===== src/sv/y2r_pkg.sv =====
// ----------------------------------------------------------------------------
// y2r_pkg: shared constants and types for the YUYV to RGB converter
// Coefficient values in Q1.16, chroma bias, channel limits and the
// per-macropixel term bundle passed from the input stage to the channels.
// ----------------------------------------------------------------------------
`default_nettype none

package y2r_pkg;

   localparam int PixW  = 8;
   localparam int FracW = 16;
   localparam int SumW  = 27;   // signed Q10.16 sum, sign bit included
   localparam int IntW  = SumW - 1 - FracW;

   localparam logic signed [17:0] COEF_RV = 18'sd89831;
   localparam logic signed [17:0] COEF_GV = 18'sd45744;
   localparam logic signed [17:0] COEF_GU = 18'sd22127;
   localparam logic signed [17:0] COEF_BU = 18'sd113538;

   localparam logic signed [PixW:0] CHROMA_BIAS = 9'sd128;
   localparam logic [PixW-1:0]      CH_MAX      = 8'd255;
   localparam logic [PixW-1:0]      SCALE_NUM   = 8'd220;
   localparam logic [PixW-1:0]      OUT_MAX     = 8'd219;

   typedef struct packed {
      logic [PixW-1:0]        luma_first;
      logic [PixW-1:0]        luma_second;
      logic signed [SumW-1:0] red_term;
      logic signed [SumW-1:0] green_term;
      logic signed [SumW-1:0] blue_term;
   } pix_terms_type;

endpackage

`default_nettype wire


===== src/sv/y2r_input_stage.sv =====
// ----------------------------------------------------------------------------
// y2r_input_stage: input register of the converter
// Forms the chroma products of one macropixel and registers them together
// with both luma samples; drives the input-side stall.
// ----------------------------------------------------------------------------
`default_nettype none

module y2r_input_stage (
   input  wire logic                          clock,
   input  wire logic                          reset,
   input  wire logic                          req_valid,
   output logic                               req_stall,
   input  wire logic [y2r_pkg::PixW-1:0]      req_luma_first,
   input  wire logic [y2r_pkg::PixW-1:0]      req_chroma_blue,
   input  wire logic [y2r_pkg::PixW-1:0]      req_luma_second,
   input  wire logic [y2r_pkg::PixW-1:0]      req_chroma_red,
   input  wire logic                          advance,
   output logic                               terms_valid,
   output y2r_pkg::pix_terms_type             terms
);

   logic                             valid_ff;
   logic                             valid_in;
   y2r_pkg::pix_terms_type           terms_ff;
   y2r_pkg::pix_terms_type           terms_in;
   logic signed [y2r_pkg::PixW:0]    du;
   logic signed [y2r_pkg::PixW:0]    dv;
   logic                             load;

   // hold while a transaction waits here and the result side cannot take it
   assign req_stall = valid_ff && !advance;
   assign load      = req_valid && !req_stall;

   always_comb begin
      du = $signed({1'b0, req_chroma_blue}) - y2r_pkg::CHROMA_BIAS;
      dv = $signed({1'b0, req_chroma_red}) - y2r_pkg::CHROMA_BIAS;
      terms_in.luma_first  = req_luma_first;
      terms_in.luma_second = req_luma_second;
      terms_in.red_term    = y2r_pkg::SumW'(dv) * y2r_pkg::SumW'(y2r_pkg::COEF_RV);
      terms_in.green_term  = -(y2r_pkg::SumW'(dv) * y2r_pkg::SumW'(y2r_pkg::COEF_GV))
                             - (y2r_pkg::SumW'(du) * y2r_pkg::SumW'(y2r_pkg::COEF_GU));
      terms_in.blue_term   = y2r_pkg::SumW'(du) * y2r_pkg::SumW'(y2r_pkg::COEF_BU);
   end

   always_comb begin
      if (load) begin
         valid_in = 1'b1;
      end else if (advance) begin
         valid_in = 1'b0;
      end else begin
         valid_in = valid_ff;
      end
   end

   always_ff @(posedge clock) begin
      if (reset) begin
         valid_ff <= 1'b0;
      end else begin
         valid_ff <= valid_in;
      end
   end

   always_ff @(posedge clock) begin
      if (load) begin
         terms_ff <= terms_in;
      end
   end

   assign terms_valid = valid_ff;
   assign terms       = terms_ff;

endmodule

`default_nettype wire


===== src/sv/y2r_channel.sv =====
// ----------------------------------------------------------------------------
// y2r_channel: one colour channel
// Adds luma to the chroma term, truncates toward zero, clamps to 0..255 and
// scales by 220/256 with floor.
// ----------------------------------------------------------------------------
`default_nettype none

module y2r_channel (
   input  wire logic [y2r_pkg::PixW-1:0]        luma,
   input  wire logic signed [y2r_pkg::SumW-1:0] term,
   output logic [y2r_pkg::PixW-1:0]             level
);

   logic signed [y2r_pkg::SumW-1:0] sum;
   logic [y2r_pkg::IntW-1:0]        whole;
   logic [y2r_pkg::PixW-1:0]        clamped;
   logic [2*y2r_pkg::PixW-1:0]      scaled;

   always_comb begin
      sum   = $signed({{(y2r_pkg::SumW - y2r_pkg::PixW - y2r_pkg::FracW){1'b0}},
                       luma, {y2r_pkg::FracW{1'b0}}}) + term;
      whole = sum[y2r_pkg::SumW-2:y2r_pkg::FracW];
      // any negative sum, even one above -1, ends at zero
      if (sum[y2r_pkg::SumW-1]) begin
         clamped = '0;
      end else if (whole > y2r_pkg::IntW'(y2r_pkg::CH_MAX)) begin
         clamped = y2r_pkg::CH_MAX;
      end else begin
         clamped = whole[y2r_pkg::PixW-1:0];
      end
      scaled = (2*y2r_pkg::PixW)'(clamped) * (2*y2r_pkg::PixW)'(y2r_pkg::SCALE_NUM);
      level  = scaled[2*y2r_pkg::PixW-1:y2r_pkg::PixW];
   end

endmodule

`default_nettype wire


===== src/sv/yuyv_to_rgb_converter.sv =====
// Path: an accepted macropixel passes the input register, then the result register, to rsp_*.
// Throughput: one macropixel per cycle, sustained, when rsp_stall stays low.
// Two register stages set this: the input register (chroma products) and the
// result register (sum, clamp and scale); a stalled result holds both in turn.
// Reset clears both valid flags; no payload is cleared.
// ----------------------------------------------------------------------------
// yuyv_to_rgb_converter: YUYV 4:2:2 macropixel to two RGB pixels
// Converts each packed macropixel into two clamped, 220/256-scaled RGB
// pixels.
// ----------------------------------------------------------------------------
`default_nettype none

module yuyv_to_rgb_converter (
   input  wire logic                     clock,
   input  wire logic                     reset,
   input  wire logic                     req_valid,
   output logic                          req_stall,
   input  wire logic [y2r_pkg::PixW-1:0] req_luma_first,
   input  wire logic [y2r_pkg::PixW-1:0] req_chroma_blue,
   input  wire logic [y2r_pkg::PixW-1:0] req_luma_second,
   input  wire logic [y2r_pkg::PixW-1:0] req_chroma_red,
   output logic                          rsp_valid,
   input  wire logic                     rsp_stall,
   output logic [y2r_pkg::PixW-1:0]      rsp_red_first,
   output logic [y2r_pkg::PixW-1:0]      rsp_green_first,
   output logic [y2r_pkg::PixW-1:0]      rsp_blue_first,
   output logic [y2r_pkg::PixW-1:0]      rsp_red_second,
   output logic [y2r_pkg::PixW-1:0]      rsp_green_second,
   output logic [y2r_pkg::PixW-1:0]      rsp_blue_second
);

   logic                         terms_valid;
   y2r_pkg::pix_terms_type       terms;
   logic                         advance;
   logic                         rsp_valid_ff;
   logic                         rsp_valid_in;
   logic [y2r_pkg::PixW-1:0]     level [6];
   logic [y2r_pkg::PixW-1:0]     level_ff [6];

   // result register free, or being emptied this cycle
   assign advance = !rsp_valid_ff || !rsp_stall;

   y2r_input_stage u_input (
      .clock           (clock),
      .reset           (reset),
      .req_valid       (req_valid),
      .req_stall       (req_stall),
      .req_luma_first  (req_luma_first),
      .req_chroma_blue (req_chroma_blue),
      .req_luma_second (req_luma_second),
      .req_chroma_red  (req_chroma_red),
      .advance         (advance),
      .terms_valid     (terms_valid),
      .terms           (terms)
   );

   y2r_channel u_red_first    (.luma(terms.luma_first),  .term(terms.red_term),
                               .level(level[0]));
   y2r_channel u_green_first  (.luma(terms.luma_first),  .term(terms.green_term),
                               .level(level[1]));
   y2r_channel u_blue_first   (.luma(terms.luma_first),  .term(terms.blue_term),
                               .level(level[2]));
   y2r_channel u_red_second   (.luma(terms.luma_second), .term(terms.red_term),
                               .level(level[3]));
   y2r_channel u_green_second (.luma(terms.luma_second), .term(terms.green_term),
                               .level(level[4]));
   y2r_channel u_blue_second  (.luma(terms.luma_second), .term(terms.blue_term),
                               .level(level[5]));

   always_comb begin
      if (advance) begin
         rsp_valid_in = terms_valid;
      end else begin
         rsp_valid_in = rsp_valid_ff;
      end
   end

   always_ff @(posedge clock) begin
      if (reset) begin
         rsp_valid_ff <= 1'b0;
      end else begin
         rsp_valid_ff <= rsp_valid_in;
      end
   end

   always_ff @(posedge clock) begin
      if (advance && terms_valid) begin
         level_ff <= level;
      end
   end

   assign rsp_valid        = rsp_valid_ff;
   assign rsp_red_first    = level_ff[0];
   assign rsp_green_first  = level_ff[1];
   assign rsp_blue_first   = level_ff[2];
   assign rsp_red_second   = level_ff[3];
   assign rsp_green_second = level_ff[4];
   assign rsp_blue_second  = level_ff[5];

   // stall only with a transaction waiting in the input register
   assert property (@(posedge clock) disable iff (reset)
      req_stall |-> (terms_valid && rsp_valid_ff && rsp_stall))
      else $error("input stalled without a blocked transaction");

   // a waiting transaction moves into a free result register next cycle
   assert property (@(posedge clock) disable iff (reset)
      (terms_valid && advance) |=> rsp_valid_ff)
      else $error("transaction lost between stages");

   // scaled channels never exceed the 220/256 ceiling
   assert property (@(posedge clock) disable iff (reset)
      rsp_valid_ff |-> (rsp_red_first <= y2r_pkg::OUT_MAX
                        && rsp_green_first <= y2r_pkg::OUT_MAX
                        && rsp_blue_first <= y2r_pkg::OUT_MAX
                        && rsp_red_second <= y2r_pkg::OUT_MAX
                        && rsp_green_second <= y2r_pkg::OUT_MAX
                        && rsp_blue_second <= y2r_pkg::OUT_MAX))
      else $error("channel above scaled range");

   // no valid flag survives reset
   assert property (@(posedge clock)
      $past(reset) |-> (!rsp_valid_ff && !terms_valid))
      else $error("valid flag set after reset");

endmodule

`default_nettype wire

===== config.mk =====
export PLATFORM = sky130hd
export DESIGN_NAME = yuyv_to_rgb_converter
export DESIGN_NICKNAME = d
export VERILOG_FILES = /design/src/sv/y2r_pkg.sv /design/src/sv/y2r_input_stage.sv /design/src/sv/y2r_channel.sv /design/src/sv/yuyv_to_rgb_converter.sv
export SDC_FILE = /design/constraint.sdc
export NUM_CORES = 1
export LEC_CHECK = 0
export ABC_CLOCK_PERIOD_IN_PS = 22000
export BUFFER_PORTS_ARGS = -buffer_cell sky130_fd_sc_hd__buf_2
export CORE_AREA = 2 2 225 160
export DETAILED_ROUTE_END_ITERATION = 10
export DIE_AREA = 0 0 227 162
export PLACE_DENSITY = 0.76
export SYNTH_ARGS = -nofsm -noshare
export SYNTH_HDL_FRONTEND = slang
export SYNTH_SLANG_ARGS = --single-unit
export TNS_END_PERCENT = 5

===== constraint.sdc =====
create_clock -name clock -period 22 [get_ports clock]
set_input_delay 2.2 -clock clock [delete_from_list [all_inputs] [get_ports clock]]
set_output_delay 2.2 -clock clock [all_outputs]
set_load 0.05 [all_outputs]

-- Word level (Yosys, flattened, before mapping)
Cells that the tools add are included.
- bits in latches: 0
- memory bits (writable): 0
- memories: 0
- ROM bits: 0
- output and inout bits: 50
- input port bits: 36
- logic and storage cells: 62
- register bits after elaboration: 146
- bitwise logic cells: 0
- div/mod/pow operators: 0
- shifts and indexed selects: 0
- $add $sub $neg: 10
- multipliers: 10
- eq/ne operators: 0
- reductions and logical operators: 9
- order comparisons: 6
- muxes and demuxes: 14
- operators by type and width (operator ; count):
    $add 25x27->27 ; 6
    $mux 8 ; 12
    $mul 8x6->14 const B ; 6
    $gt 10x8->1 const B ; 6
    $mul 9x18->27 const B ; 1
    $neg 27->27 ; 1
    $sub 27x27->27 ; 1
    $mul 9x17->26 const B ; 1
    $mul 9x16->25 const B ; 1
    $mul 9x13->22 const B ; 1
    $sub 8x8->9 const B ; 2
    $logic_not 1->1 ; 4
    $logic_and 1x1->1 ; 3
    $mux 1 ; 2
    $reduce_bool 2->1 ; 1
    $logic_or 1x1->1 ; 1

-- Logic depth before layout (Yosys ltp)
- depth after elaboration: 7
- mapped depth: 31

-- Hierarchy
From an unflattened synthesis, not the netlist that was laid out.
- cell total of the unflattened synthesis: 2483
- area total of the unflattened synthesis: 24280.8 µm²
- modules (own cells, without submodules) (module ; sequential area each (µm²) ; cells an instance ; area an instance (µm²) ; times used):
    y2r_input_stage ; 2872.8 ; 1302 ; 13679.4 ; 1
    y2r_channel ; 0.0 ; 188 ; 1520.2 ; 6
    yuyv_to_rgb_converter ; 1461.4 ; 53 ; 1480.2 ; 1

-- Worst setup path before layout
No wires, ideal clock.
- path kind: in2reg
- start: in req_chroma_blue[7] (netlist bit)
- end: reg u_input.terms_ff (netlist bit u_input.terms[53]) (data pin)
- data required time: 21.738 ns
- data arrival time: 8.376 ns
- path buffers: 1
- path slack: 13.362 ns
- stages: 28
- path through: buf_2 > inv_1 > ha_1 > inv_1 > ha_1 > inv_1 > fa_1 > inv_1 > fa_1 > ha_1 > ha_1 > nor2b_1 > o21a_1 > o21ai_0 > a21oi_1 > and2_1 > nor4_1 > xor2_1 > ha_1 > ha_1 > a21oi_1 > o21ai_0 > a311oi_1 > a21oi_1 > a221o_1 > a221o_1 > a21oi_1 > xor2_1
- RTL lines (element ; line ; source):
    start: declaration ; yuyv_to_rgb_converter.sv:19 ; input wire logic [y2r_pkg::PixW-1:0] req_chroma_blue,
    end signal: assignment ; y2r_input_stage.sv:65 ; terms_ff <= terms_in;
    end: declaration ; y2r_input_stage.sv:24 ; y2r_pkg::pix_terms_type terms_ff;

==> flow_summary.yaml <==
floorplan:
  core_area_um2: 34500
  die_w_um: 227
  num_rows: 57
  ios: 86
  start_util_pct: 59.6
  die_height_um: 162
  dieArea_um2: 36800
timing:
  hold_viol_final: 0
  period_share_pct: 42.0
  fin_crit_ns: 9.24
  relSlewSlack_pct: 40.5
  rsz0062_at_grt: "false"
  finalSetupViolations: 0
  finalMaxSlewViolations: 0
  tightest_slew_ns: 0.890
  clock.fmax_mhz: 108
  fin_setup_tns_ns: 0
  fin_skew_ns: 0.0178
global_route:
  track_usage_pct: 25.0
  grt_pass1_vias: 15200
  antenna_found_initial: 0
  grt_max_degree: 50
  grt_overflow: 0
  grt_pass1_wl_mm: 73.8
yosys:
  synth_common_cells: "499 x ha_1, 400 x inv_1, 205 x fa_1"
  syn_area_per_cell_um2: 9.77
  ys_seq_elements: 99
  syn_inst: 2108
  yosysTopAreaCell: "ha_1"
  synth_cell_types: 72
  syn_area_um2: 20600
  syn-num-nets: 2848
  async_reset_ff_share_pct: 0
  yosys-top-cells-area: "ha_1 30%, fa_1 20%, edfxtp_1 14%"
  synth_top_flop_cell: "edfxtp_1"
  synth_top_area_share_pct: 30.3
  yosysMostFrequentCell: "ha_1"
  synth_edf_count: 97
  ys_seq_area_share_pct: 14.3
  ys_warn_count: 0
finish:
  drive_above_1_share_pct: 6.23
  regArea_um2: 2950
  n_fill_cell: 2921
  instances_no_fill: 2670
  multi_input_area_um2: 16100
  final_util_pct: 63.5
  area_growth_syn_to_layout_pct: 6.45
  fin_nets: 2933
  num_antenna_cells: 0
critical_path:
  endpoint_kind: "flop"
  critPathBufInv: 5
  worstRegToRegCells: 22
  crit_top_cell: "ha_1"
  cp.required_ns: 22.10
  cp-start-kind: "input port"
  cpMaxStageDelayCell: "fa_1"
  worstPathArrival_ns: 9.34
  crit_family: "adder cells"
  r2r_setup_slack_ns: 15.17
  r2r_end: "rsp_red_first[7]"
  max_stage_delay_ns: 0.53
  r2r_start: "u_input.terms[71]"
  crit_type: "in2reg"
  worstPathMaxFanout: 14
drt:
  dr_total_vias: 14700
  route.detailed.drc: 0
  ant_nets: 0
  routedWlPerCell_um: 16.4
  dr.pass1.iters: 6
  routed_wl_mm: 43.8
  via_per_inst: 5.51
  first_iter_violations: 794
run_status:
  status: "finished clean"
clocking:
  postCtsSetupRepairBufs: 0
  clk_latency_ns: 0.36
  ctsResizeCount: 0
  clk_pin_slew_ns: 0.07
  ctsRootBufferMaster: "clkbuf_16"
  cts_sinks: 99
  cts_tree: "built"
  holdBufCountCts: 0
  htreeDepth: 3
  clk_path_buf_depth: 2
  numCtsBuffers: 9
placement:
  place_inst: 2654
  place.gp.congestion: 0.941
  dp_hpwl_mm: 38.0
  io_buffers: 85
min_path:
  holdPathStages: 2
  min_from: "u_input.terms_valid"
  worst_hold_path_type: "reg2reg"
  worstHoldEndpoint: "rsp_valid"
job:
  drv_cap: 0
## registers in the layout, indices dropped and copies added (netlist names)
register and count:
rsp_blue_second 8, rsp_blue_first 8, rsp_red_first 8, rsp_red_second 8
rsp_green_second 8, rsp_green_first 8, u_input.terms 49, rsp_valid 1
u_input.terms_valid 1
## worst max-delay path by stage
| stage | slack (ns) | cells past startpoint | endpoint | startpoint |
|---|---|---|---|---|
| 3_3_place_gp | 12.60 | 28 | u_input.terms[53] | req_chroma_blue[7] |
| 2_1_floorplan | 13.36 | 28 | u_input.terms[53] | req_chroma_blue[7] |
| 5_1_grt | 12.20 | 29 | u_input.terms[53] | req_chroma_blue[7] |
| 4_1_cts | 12.78 | 28 | u_input.terms[53] | req_chroma_blue[7] |
| 6_report | 12.76 | 28 | u_input.terms[53] | req_chroma_blue[7] |
| 3_5_place_dp | 12.43 | 28 | u_input.terms[53] | req_chroma_blue[7] |
## metrics by stage
stage	area, um2	hold WS [ns]	setup slack [ns]
after floorplan	20600	0.444	13.36
after global placement	21600	0.472	12.60
final	21900	0.515	12.76
after CTS	21900	0.514	12.78
after global routing	21900	0.570	12.20
after detailed placement	21600	0.497	12.43
## routing by layer
metal | track usage (%) | vias up | wire length, um
met5 | 0 | - | 0
met3 | 3.29 | 47 | 2080
met2 | 41.8 | 280 | 20000
met4 | 5.91 | 0 | 792
met1 | 34.7 | 7060 | 20900
li1 | - | 7334 | -
## tightest hold or removal path, delay by kind of cell, from the launching register on
family,cells,cell delay (ns)
DFF,1,0.35
and+or+nand+nor,1,0.08
AOI/OAI and AO/OA,1,0.05
## kinds of logic after synthesis
group	synth area share, %
xor+xnor	6.93
simple gates	7.70
mux	0.255
buf+inv	7.67
fa+ha+maj	50.3
flops	14.3
compound gates	12.8
## layout by cell type, fill, tap and decap left out, drive strengths merged, types with 15 or more instances in the layout
master / synthesis / layout
ha: 499 / 499
o21a: 50 / 50
nor3: 23 / 23
nor2: 102 / 102
xnor2: 102 / 102
buf: 8 / 89
a21o: 46 / 46
edfxtp: 97 / 97
xor2: 61 / 61
inv: 400 / 402
fa: 205 / 205
nand2b: 28 / 28
or2: 15 / 15
nand2: 55 / 55
nor2b: 31 / 31
o21ai: 74 / 74
a21oi: 131 / 131
## cell type report
class | count | area share (%)
clock buffer | 10 | 1.04
sequential | 99 | 13.5
tap | 472 | 2.69
multi-input combinational | 1594 | 73.3
inverter | 400 | 6.85
clock inverter | 6 | 0.508
timing repair buffer | 89 | 2.08
Power is not shown: default switching activity piles up to over one toggle a cycle in this logic, so the estimate is an artifact.
